File: src/sv/assert_macros.svh
// Assertion helpers shared by the RTL files
`ifndef ASSERT_MACROS_SVH
`define ASSERT_MACROS_SVH

// Check a property on every rising edge once reset has been released
`define ASSERT_AT(lbl, clk, rstn, prop, msg) \
  lbl: assert property (@(posedge clk) disable iff (!rstn) (prop)) else $error(msg);

// Check that a condition never holds once reset has been released
`define ASSERT_NEVER(lbl, clk, rstn, cond, msg) \
  lbl: assert property (@(posedge clk) disable iff (!rstn) (!(cond))) else $error(msg);

`endif

File: src/sv/fpr_pkg.sv
package fpr_pkg;

  // Fixed field widths
  localparam int unsigned PageInW   = 5;
  localparam int unsigned FrameOutW = 5;
  localparam int unsigned CountW    = 16;
  localparam int unsigned CfgW      = 6;

  localparam logic [CountW-1:0] CounterMax    = 16'hFFFF;
  localparam logic [CfgW-1:0]   FrameCountRst = 6'd4;

  // Parameter defaults
  localparam int unsigned VirtualPagesDef = 32;
  localparam int unsigned MaxFramesDef    = 32;

  // Commands from controller to datapath
  typedef struct packed {
    logic accept;
    logic clr_start;
    logic clr_step;
    logic lookup;
    logic decide;
    logic evict;
    logic commit;
    logic load_out;
  } ctrl_t;

  // Status from datapath to controller
  typedef struct packed {
    logic clr_last;
    logic pt_hit;
    logic need_evict;
  } stat_t;

endpackage

File: src/sv/fifo_page_replacement_top.sv
// Channel  Dir  Handshake                Payload
// in       in   in_valid_i/in_ready_o    in_command_i, in_page_i
// out      out  out_valid_o/out_ready_i  hit, frame, evicted_valid, evicted_page, fault_count
// cfg      in   cfg_we_i                 cfg_wdata_i (frame count)
//
// One transaction at a time: a hit steps through lookup, decide and finish before the next
// acceptance, a fault adds commit and an eviction adds evict; the registered table reads,
// the victim invalidate and the page load each take a step of their own.
// A clear command sweeps the page table; after reset the same sweep holds in_ready_o low.
// A stalled output holds only the final step of the next transaction.
module fifo_page_replacement_top #(
  parameter int unsigned VIRTUAL_PAGES = fpr_pkg::VirtualPagesDef,
  parameter int unsigned MAX_FRAMES    = fpr_pkg::MaxFramesDef
) (
  input  logic                          clk_i,
  input  logic                          rst_ni,
  input  logic                          cfg_we_i,
  input  logic [fpr_pkg::CfgW-1:0]      cfg_wdata_i,
  input  logic                          in_valid_i,
  output logic                          in_ready_o,
  input  logic                          in_command_i,
  input  logic [fpr_pkg::PageInW-1:0]   in_page_i,
  output logic                          out_valid_o,
  input  logic                          out_ready_i,
  output logic                          out_hit_o,
  output logic [fpr_pkg::FrameOutW-1:0] out_frame_o,
  output logic                          out_evicted_valid_o,
  output logic [fpr_pkg::FrameOutW-1:0] out_evicted_page_o,
  output logic [fpr_pkg::CountW-1:0]    out_fault_count_o
);

  fpr_pkg::ctrl_t ctrl;
  fpr_pkg::stat_t stat;

  fpr_ctrl u_ctrl (
    .clk_i       (clk_i),
    .rst_ni      (rst_ni),
    .in_valid_i  (in_valid_i),
    .in_command_i(in_command_i),
    .in_ready_o  (in_ready_o),
    .out_valid_o (out_valid_o),
    .out_ready_i (out_ready_i),
    .stat_i      (stat),
    .ctrl_o      (ctrl)
  );

  fpr_datapath #(
    .VIRTUAL_PAGES(VIRTUAL_PAGES),
    .MAX_FRAMES   (MAX_FRAMES)
  ) u_datapath (
    .clk_i              (clk_i),
    .rst_ni             (rst_ni),
    .cfg_we_i           (cfg_we_i),
    .cfg_wdata_i        (cfg_wdata_i),
    .in_page_i          (in_page_i),
    .ctrl_i             (ctrl),
    .stat_o             (stat),
    .out_hit_o          (out_hit_o),
    .out_frame_o        (out_frame_o),
    .out_evicted_valid_o(out_evicted_valid_o),
    .out_evicted_page_o (out_evicted_page_o),
    .out_fault_count_o  (out_fault_count_o)
  );

endmodule

File: src/sv/fpr_ram.sv
module fpr_ram #(
  parameter int unsigned WIDTH = 8,
  parameter int unsigned DEPTH = 32,
  localparam int unsigned AW = (DEPTH > 1) ? $clog2(DEPTH) : 1
) (
  input  logic             clk_i,
  input  logic             we_i,
  input  logic [AW-1:0]    waddr_i,
  input  logic [WIDTH-1:0] wdata_i,
  input  logic             re_i,
  input  logic [AW-1:0]    raddr_i,
  output logic [WIDTH-1:0] rdata_o
);

  logic [WIDTH-1:0] mem_q [DEPTH];
  logic [WIDTH-1:0] rdata_q;

  // Write port
  always_ff @(posedge clk_i) begin
    if (we_i) begin
      mem_q[waddr_i] <= wdata_i;
    end
  end

  // Registered read port
  always_ff @(posedge clk_i) begin
    if (re_i) begin
      rdata_q <= mem_q[raddr_i];
    end
  end

  assign rdata_o = rdata_q;

endmodule

File: src/sv/fpr_ctrl.sv
`include "assert_macros.svh"

module fpr_ctrl (
  input  logic          clk_i,
  input  logic          rst_ni,
  input  logic          in_valid_i,
  input  logic          in_command_i,
  output logic          in_ready_o,
  output logic          out_valid_o,
  input  logic          out_ready_i,
  input  fpr_pkg::stat_t stat_i,
  output fpr_pkg::ctrl_t ctrl_o
);

  typedef enum logic [2:0] {
    StClear,
    StIdle,
    StLookup,
    StDecide,
    StEvict,
    StCommit,
    StFinish
  } state_e;

  state_e state_q, state_d;
  logic   from_cmd_q, from_cmd_d;
  logic   out_valid_q, out_valid_d;
  logic   accept;
  logic   load_out;

  // Decode commands from the current state
  assign in_ready_o = (state_q == StIdle);
  assign accept     = in_ready_o & in_valid_i;
  assign load_out   = (state_q == StFinish) & (~out_valid_q | out_ready_i);

  always_comb begin
    ctrl_o           = '0;
    ctrl_o.accept    = accept;
    ctrl_o.clr_start = accept & in_command_i;
    ctrl_o.clr_step  = (state_q == StClear);
    ctrl_o.lookup    = (state_q == StLookup);
    ctrl_o.decide    = (state_q == StDecide);
    ctrl_o.evict     = (state_q == StEvict);
    ctrl_o.commit    = (state_q == StCommit);
    ctrl_o.load_out  = load_out;
  end

  // Next state
  always_comb begin
    state_d    = state_q;
    from_cmd_d = from_cmd_q;
    case (state_q)
      StClear: begin
        if (stat_i.clr_last) begin
          state_d = from_cmd_q ? StFinish : StIdle;
        end
      end
      StIdle: begin
        if (accept) begin
          from_cmd_d = in_command_i;
          state_d    = in_command_i ? StClear : StLookup;
        end
      end
      StLookup: state_d = StDecide;
      StDecide: begin
        if (stat_i.pt_hit) begin
          state_d = StFinish;
        end else if (stat_i.need_evict) begin
          state_d = StEvict;
        end else begin
          state_d = StCommit;
        end
      end
      StEvict:  state_d = StCommit;
      StCommit: state_d = StFinish;
      StFinish: begin
        if (load_out) begin
          state_d = StIdle;
        end
      end
      default: state_d = StIdle;
    endcase
  end

  // Hold the result slot until the transaction is taken
  always_comb begin
    out_valid_d = out_valid_q;
    if (load_out) begin
      out_valid_d = 1'b1;
    end else if (out_ready_i) begin
      out_valid_d = 1'b0;
    end
  end

  // Sweep the page table straight after reset
  always_ff @(posedge clk_i or negedge rst_ni) begin
    if (!rst_ni) begin
      state_q     <= StClear;
      from_cmd_q  <= 1'b0;
      out_valid_q <= 1'b0;
    end else begin
      state_q     <= state_d;
      from_cmd_q  <= from_cmd_d;
      out_valid_q <= out_valid_d;
    end
  end

  assign out_valid_o = out_valid_q;

  `ASSERT_AT(a_one_item, clk_i, rst_ni, accept |=> !in_ready_o, "second item taken while busy")
  `ASSERT_AT(a_result_from_finish, clk_i, rst_ni,
             $rose(out_valid_o) |-> $past(state_q == StFinish), "result raised outside finish")

endmodule

File: src/sv/fpr_datapath.sv
`include "assert_macros.svh"

module fpr_datapath #(
  parameter int unsigned VIRTUAL_PAGES = fpr_pkg::VirtualPagesDef,
  parameter int unsigned MAX_FRAMES    = fpr_pkg::MaxFramesDef
) (
  input  logic                             clk_i,
  input  logic                             rst_ni,
  input  logic                             cfg_we_i,
  input  logic [fpr_pkg::CfgW-1:0]         cfg_wdata_i,
  input  logic [fpr_pkg::PageInW-1:0]      in_page_i,
  input  fpr_pkg::ctrl_t                   ctrl_i,
  output fpr_pkg::stat_t                   stat_o,
  output logic                             out_hit_o,
  output logic [fpr_pkg::FrameOutW-1:0]    out_frame_o,
  output logic                             out_evicted_valid_o,
  output logic [fpr_pkg::FrameOutW-1:0]    out_evicted_page_o,
  output logic [fpr_pkg::CountW-1:0]       out_fault_count_o
);

  localparam int unsigned PageW   = $clog2(VIRTUAL_PAGES);
  localparam int unsigned FrameW  = (MAX_FRAMES > 1) ? $clog2(MAX_FRAMES) : 1;
  localparam int unsigned FillW   = $clog2(MAX_FRAMES + 1);
  localparam int unsigned CmpW    = (fpr_pkg::CfgW > FillW) ? fpr_pkg::CfgW : FillW;
  localparam int unsigned FrmXW   = FrameW + fpr_pkg::FrameOutW;
  localparam int unsigned PgXW    = PageW + fpr_pkg::FrameOutW;
  localparam int unsigned PtW     = FrameW + 1;
  localparam int unsigned InPages = 2 ** fpr_pkg::PageInW;
  localparam logic [PageW-1:0] LastPage = PageW'(VIRTUAL_PAGES - 1);

  logic [fpr_pkg::CfgW-1:0]   frame_count_q;
  logic [PageW-1:0]           pg_q;
  logic [PageW-1:0]           sweep_q;
  logic [FillW-1:0]           filled_q;
  logic [FrameW-1:0]          oldest_q;
  logic [fpr_pkg::CountW-1:0] fault_q;
  logic [FrameW-1:0]          frm_q;
  logic                       res_hit_q;
  logic                       res_ev_valid_q;
  logic [PageW-1:0]           res_ev_page_q;

  logic [PageW-1:0]  pg_mod [InPages];
  logic [CmpW-1:0]   cfg_x;
  logic [CmpW-1:0]   fc_x;
  logic [FillW-1:0]  fc;
  logic              need_evict;
  logic [FrameW-1:0] oldest_eff;
  logic [FillW-1:0]  oldest_inc;
  logic [FrameW-1:0] oldest_nxt;
  logic [FrmXW-1:0]  frm_x;
  logic [PgXW-1:0]   ev_x;

  logic              pt_we;
  logic [PageW-1:0]  pt_waddr;
  logic [PtW-1:0]    pt_wdata;
  logic [PtW-1:0]    pt_rdata;
  logic [PageW-1:0]  own_rdata;

  // Fold the page number into the virtual space
  for (genvar g = 0; g < InPages; g++) begin : g_mod
    assign pg_mod[g] = PageW'(g % VIRTUAL_PAGES);
  end

  // Clamp the frame count to 1 .. MAX_FRAMES
  assign cfg_x = CmpW'(frame_count_q);
  assign fc_x  = (cfg_x == '0) ? CmpW'(1) :
                 (cfg_x > CmpW'(MAX_FRAMES)) ? CmpW'(MAX_FRAMES) : cfg_x;
  assign fc    = fc_x[FillW-1:0];

  assign need_evict = (filled_q >= fc);

  // Wrap the oldest frame after the count has been lowered
  assign oldest_eff = (FillW'(oldest_q) >= fc) ? '0 : oldest_q;
  assign oldest_inc = FillW'(oldest_eff) + FillW'(1);
  assign oldest_nxt = (oldest_inc >= fc) ? '0 : oldest_inc[FrameW-1:0];

  // Page table write port: sweep, invalidate victim, or load page
  always_comb begin
    pt_we    = ctrl_i.clr_step | ctrl_i.evict | ctrl_i.commit;
    pt_waddr = pg_q;
    pt_wdata = {1'b1, frm_q};
    if (ctrl_i.clr_step) begin
      pt_waddr = sweep_q;
      pt_wdata = '0;
    end else if (ctrl_i.evict) begin
      pt_waddr = own_rdata;
      pt_wdata = '0;
    end
  end

  fpr_ram #(
    .WIDTH(PtW),
    .DEPTH(VIRTUAL_PAGES)
  ) u_page_table (
    .clk_i  (clk_i),
    .we_i   (pt_we),
    .waddr_i(pt_waddr),
    .wdata_i(pt_wdata),
    .re_i   (ctrl_i.lookup),
    .raddr_i(pg_q),
    .rdata_o(pt_rdata)
  );

  fpr_ram #(
    .WIDTH(PageW),
    .DEPTH(MAX_FRAMES)
  ) u_frame_owner (
    .clk_i  (clk_i),
    .we_i   (ctrl_i.commit),
    .waddr_i(frm_q),
    .wdata_i(pg_q),
    .re_i   (ctrl_i.decide),
    .raddr_i(oldest_eff),
    .rdata_o(own_rdata)
  );

  assign stat_o.clr_last   = (sweep_q == LastPage);
  assign stat_o.pt_hit     = pt_rdata[FrameW];
  assign stat_o.need_evict = need_evict;

  // Configuration, frame pointers and fault counter
  always_ff @(posedge clk_i or negedge rst_ni) begin
    if (!rst_ni) begin
      frame_count_q <= fpr_pkg::FrameCountRst;
      sweep_q       <= '0;
      filled_q      <= '0;
      oldest_q      <= '0;
      fault_q       <= '0;
    end else begin
      if (cfg_we_i) begin
        frame_count_q <= cfg_wdata_i;
      end
      if (ctrl_i.clr_start) begin
        sweep_q  <= '0;
        filled_q <= '0;
        oldest_q <= '0;
        fault_q  <= '0;
      end else if (ctrl_i.clr_step) begin
        sweep_q <= sweep_q + PageW'(1);
      end else if (ctrl_i.decide && !pt_rdata[FrameW]) begin
        if (fault_q != fpr_pkg::CounterMax) begin
          fault_q <= fault_q + fpr_pkg::CountW'(1);
        end
        if (need_evict) begin
          oldest_q <= oldest_nxt;
        end else begin
          filled_q <= filled_q + FillW'(1);
        end
      end
    end
  end

  // Latch the transaction and build its result
  always_ff @(posedge clk_i) begin
    if (ctrl_i.accept) begin
      pg_q <= pg_mod[in_page_i];
    end
    if (ctrl_i.clr_start) begin
      res_hit_q      <= 1'b0;
      frm_q          <= '0;
      res_ev_valid_q <= 1'b0;
      res_ev_page_q  <= '0;
    end else if (ctrl_i.decide) begin
      res_hit_q      <= pt_rdata[FrameW];
      res_ev_valid_q <= 1'b0;
      res_ev_page_q  <= '0;
      if (pt_rdata[FrameW]) begin
        frm_q <= pt_rdata[FrameW-1:0];
      end else if (need_evict) begin
        frm_q <= oldest_eff;
      end else begin
        frm_q <= filled_q[FrameW-1:0];
      end
    end else if (ctrl_i.evict) begin
      res_ev_valid_q <= 1'b1;
      res_ev_page_q  <= own_rdata;
    end
  end

  assign frm_x = FrmXW'(frm_q);
  assign ev_x  = PgXW'(res_ev_page_q);

  // Output register
  always_ff @(posedge clk_i) begin
    if (ctrl_i.load_out) begin
      out_hit_o           <= res_hit_q;
      out_frame_o         <= frm_x[fpr_pkg::FrameOutW-1:0];
      out_evicted_valid_o <= res_ev_valid_q;
      out_evicted_page_o  <= ev_x[fpr_pkg::FrameOutW-1:0];
      out_fault_count_o   <= fault_q;
    end
  end

  `ASSERT_AT(a_fault_monotonic, clk_i, rst_ni,
             !$past(ctrl_i.clr_start) |-> (fault_q >= $past(fault_q)),
             "fault counter dropped without clear")
  `ASSERT_NEVER(a_filled_bound, clk_i, rst_ni, filled_q > FillW'(MAX_FRAMES),
                "more frames filled than exist")

endmodule

File: config.mk
export PLATFORM = sky130hd
export DESIGN_NAME = fifo_page_replacement_top
export DESIGN_NICKNAME = d
export VERILOG_FILES = /design/src/sv/fpr_pkg.sv /design/src/sv/fifo_page_replacement_top.sv /design/src/sv/fpr_ram.sv /design/src/sv/fpr_ctrl.sv /design/src/sv/fpr_datapath.sv
export VERILOG_INCLUDE_DIRS = /design/src /design/src/sv
export SDC_FILE = /design/constraint.sdc
export NUM_CORES = 1
export LEC_CHECK = 0
export BUFFER_PORTS_ARGS = -buffer_cell sky130_fd_sc_hd__buf_2
export CORE_MARGIN = 4
export CORE_UTILIZATION = 50
export CTS_BUF_LIST = sky130_fd_sc_hd__clkbuf_8
export DETAILED_ROUTE_END_ITERATION = 8
export GPL_TIMING_DRIVEN = 0
export MAX_ROUTING_LAYER = met4
export PLACE_DENSITY_LB_ADDON = 0.25
export SKIP_LAST_GASP = 1
export SYNTH_ARGS = -nofsm -noshare
export SYNTH_HDL_FRONTEND = slang
export SYNTH_SLANG_ARGS = --single-unit
File: constraint.sdc
create_clock -name clk_i -period 10.7 [get_ports clk_i]
set_input_delay 2.14 -clock clk_i [delete_from_list [all_inputs] [get_ports clk_i]]
set_output_delay 2.14 -clock clk_i [all_outputs]
set_load 0.01 [all_outputs]
==> results.md <==
- Crit. End Element: flop
- WP data arrival: 4660 ps
- Row count: 70
- Gpl congestion: 0.8980
- I/O pin cnt: 47
- Max stage delay on crit path: 410 ps
- Switching power: 1.581 mW
- Post-synth EDFFs: 396
- #FFs+latches synth: 451
- Tot GR Track Use: 0.2004
- Syn nets: 1165
- H-tree Lvls: 3
- Clock-pin slew on the worst setup and hold paths: 60 ps
- Final wirelength: 39.23 mm
- Final min period: 4127 ps
- Maximum clock rate: 242.3 MHz
- CTS Hold Bufs: 0
- Root buffer cell: clkbuf_8
- Vias/cell: 5.817
- Worst R2R Path Depth: 19
- CP Launch Point: u_datapath.cfg_x[1]
- Worst-skew pair later-pin latency: 630 ps
- Via count: 10340
- Most frequent cells in the layout: edfxtp_1 (396), nor2_1 (116), mux4_2 (78)
- Cell Pwr Density: 239.4 nW/um2
- FF+latch area: 13210 um2
- Hpwl dp: 26.70 mm
- Startpoint types: flop
- RSZ-0062 raised after global routing: no
- Slew margin rel.: 0.1237
- Simple-Gate Fraction of Synth Area: 0.07063
- Worst hold slack: 469.2 ps
- Routed len/inst: 22.08 um
- Die W: 200.7 um
- Final slew viol count: 0
- Fillcell total: 2827
- Reg2reg end: u_datapath.oldest_q[0]
- Antenna Nets Post-Route: 0
- Multi-input logic area: 5046 um2
- PortBufs: 45
- Synth Area in Adders: 0.01483
- Worst-Margin Slew: 1314 ps
- Mux share of post-synthesis cell area: 0.1188
- R2r startpoint: u_datapath.cfg_x[1]
- Fin crit share: 0.3857
- CP Max Fanout: 10
- Initial antenna violation count: 0
- Net count, final: 1292
- HP Class: flop to flop
- Largest net degree at the start of global routing: 44
- Die Span Y: 200.7 um
- 1st-iter DRT viols: 1054
- Post-Synth XOR/XNOR Area: 0.008963
- Mean post-synth cell area: 16.49 um2
- MaxCap Viol Count: 0
- TritonCTS clock tree: done
- Post-CTS Setup Bufs: 0
- Clk pwr share: 0.281
- Status: finished, final reports clean
- Pwr Total: 5.004 mW
- N_diodes: 0
- GRT Residual Overflow: 0
- Comb pwr share: 0.242
- P_int: 3.423 mW
- Setup violations, final: 0
- Area Growth Syn to Fin: 12.58%
- Worst VDD drop: 0.1095 mV
- Drt pass-1 iters: 5
- Largest family of logic cells by synthesized area: multiplexers
- Reg2reg setup slack: 6570 ps
- # DRC: 0
- Register share of total power: 0.477
- TritonCTS buffer count: 73
- Clock sink count: 451
- Synth Flop Type: edfxtp_1
- Vias in the first global route: 10580
- Clk_skew: 33.85 ps
- Clk buf depth: 3
- Synth unique cells: 62
- Slowest cell on crit path: dfrtp_1
- Initial Utilization: 0.5071
- Final Hold Vio Count: 0
- Core area: 36610 um2
- Seq/Total Area, Yosys: 0.7115
- Required time worst endpoint: 11240 ps
- Full die area: 40280 um2
- Lkg Pwr: 7.090 nW
- Hold EP: u_datapath.out_evicted_page_o[1]
- Compound-Gate Fraction of Synth Area: 0.05789
- Cell chain of the critical path: nor4_1, nor2_1, nor2_1, ha_1, nand2b_1, a21oi_1, o21a_1, buf_2, nand2_1, inv_2, ha_1, nand4_1, xor2_1, ha_1, and2_1, o21ai_0, o21ai_1, nor2_1, a22o_1
- Switch share: 0.3160
- Commonest non-fill, non-tap cell in the layout: edfxtp_1
- Layout cells sized above 1: 0.2017
- Place WS: 6679 ps
- Hold_sp: u_datapath.res_ev_page_q[1]
- Synthesized area: 18570 um2
- Setup CP Type: flop to flop
- Hold Path Depth: 0
- First-pass GRT wire length: 60.91 mm
- CTS resizes: 0
- Setup TNS Final: 0 ps
- Final worst setup slack: 6573 ps
- Synthesized instance count: 1126
- Ys async rst share: 0.09534
- Synthesis warning total: 0
==> synth_stat cells, types with 16 or more instances <==
cell | instances | area, um2
a21oi_1 | 42 | 210.2
dfrtp_1 | 42 | 1051
o21ai_1 | 20 | 100.1
nor2_1 | 116 | 435.4
nand2_1 | 51 | 191.4
mux2i_1 | 19 | 190.2
clkbuf_1 | 33 | 123.9
o21ai_0 | 16 | 80.08
ha_1 | 22 | 275.3
nand3_1 | 24 | 120.1
xor2_1 | 17 | 148.9
mux4_2 | 78 | 1757
edfxtp_1 | 396 | 11890
==> state kept, by name, summed over array words and instances (netlist names), 3 cells and up <==
name / cells
u_datapath.frm_q: 5
u_datapath.u_page_table.mem_q: 192
u_ctrl.state_q: 3
u_datapath.out_fault_count_o: 16
u_datapath.cfg_x: 6
u_datapath.out_frame_o: 5
u_datapath.pg_q: 5
u_datapath.sweep_q: 5
u_datapath.res_ev_page_q: 5
u_datapath.out_evicted_page_o: 5
u_datapath.u_frame_owner.rdata_o: 5
u_datapath.oldest_q: 5
u_datapath.u_frame_owner.mem_q: 160
u_datapath.filled_q: 6
u_datapath.u_page_table.rdata_o: 6
u_datapath.fault_q: 16
==> power by group through the flow <==
stage	logic [mW]	registers, mW	clock network (mW)
after CTS	1.20	2.39	1.44
after detailed placement	1.19	2.43	0
final	1.21	2.39	1.41
after global routing	1.33	2.41	1.52
after floorplan	0.793	2.38	0
after global placement	1.13	2.43	0
==> per-layer routing <==
metal  vias up  share of wire  GRT usage
li1       4704              -          -
met1      5195           0.43     0.2680
met2       358           0.48     0.3093
met3        79          0.062    0.04313
met4         0          0.025    0.07104
met5         -              0          -
==> critical path, delay by kind of cell (launching register included) <==
kind | cells | cell delay, ps
AO/OA/AOI/OAI | 5 | 870
XOR/XNOR | 1 | 290
adder cells (fa/ha/maj) | 3 | 780
buffers and inverters | 2 | 360
flip-flops | 1 | 410
AND/OR/NAND/NOR | 8 | 1340
==> area by class of cell <==
cell class / count / share of cell area
Buffer: 60 / 0.01239
Clock buffer: 75 / 0.04939
Clock inverter: 56 / 0.01670
Inverter: 17 / 0.003053
Multi-Input combinational cell: 598 / 0.2414
Sequential cell: 451 / 0.6320
Tap cell: 468 / 0.02802
Timing Repair Buffer: 52 / 0.01700
==> per-stage QoR <==
step | std cells | util | area (um2)
2_1_floorplan | 1126 | - | 18570
3_3_place_gp | 1639 | 0.5293 | 19380
3_5_place_dp | 1644 | 0.5316 | 19460
4_1_cts | 1775 | 0.5694 | 20850
5_1_grt | 1777 | 0.5709 | 20900
6_report | 1777 | 0.5709 | 20900
==> cell families (layout without fill, tap and decap cells) <==
logic type                 after synthesis  after routing
buffers and inverters                   77            260
muxes                                  120            120
xor gates and xnor gates                19             19
DFF                                    451            451
adders and majority gates               22             22
and+or+nand+nor                        278            278
AOI/OAI and AO/OA                      159            159
==> worst max path at each step <==
stage | to | slack (ps) | cells past startpoint
after floorplan | u_datapath.out_evicted_page_o[0] | 7270 | 2
after CTS | u_datapath.oldest_q[0] | 6650 | 19
final | u_datapath.oldest_q[0] | 6570 | 19
after global routing | u_datapath.oldest_q[0] | 6350 | 19
after detailed placement | u_datapath.oldest_q[0] | 6680 | 19
after global placement | u_datapath.oldest_q[0] | 6730 | 19
Note: power is estimated with default switching activity, not from simulation.
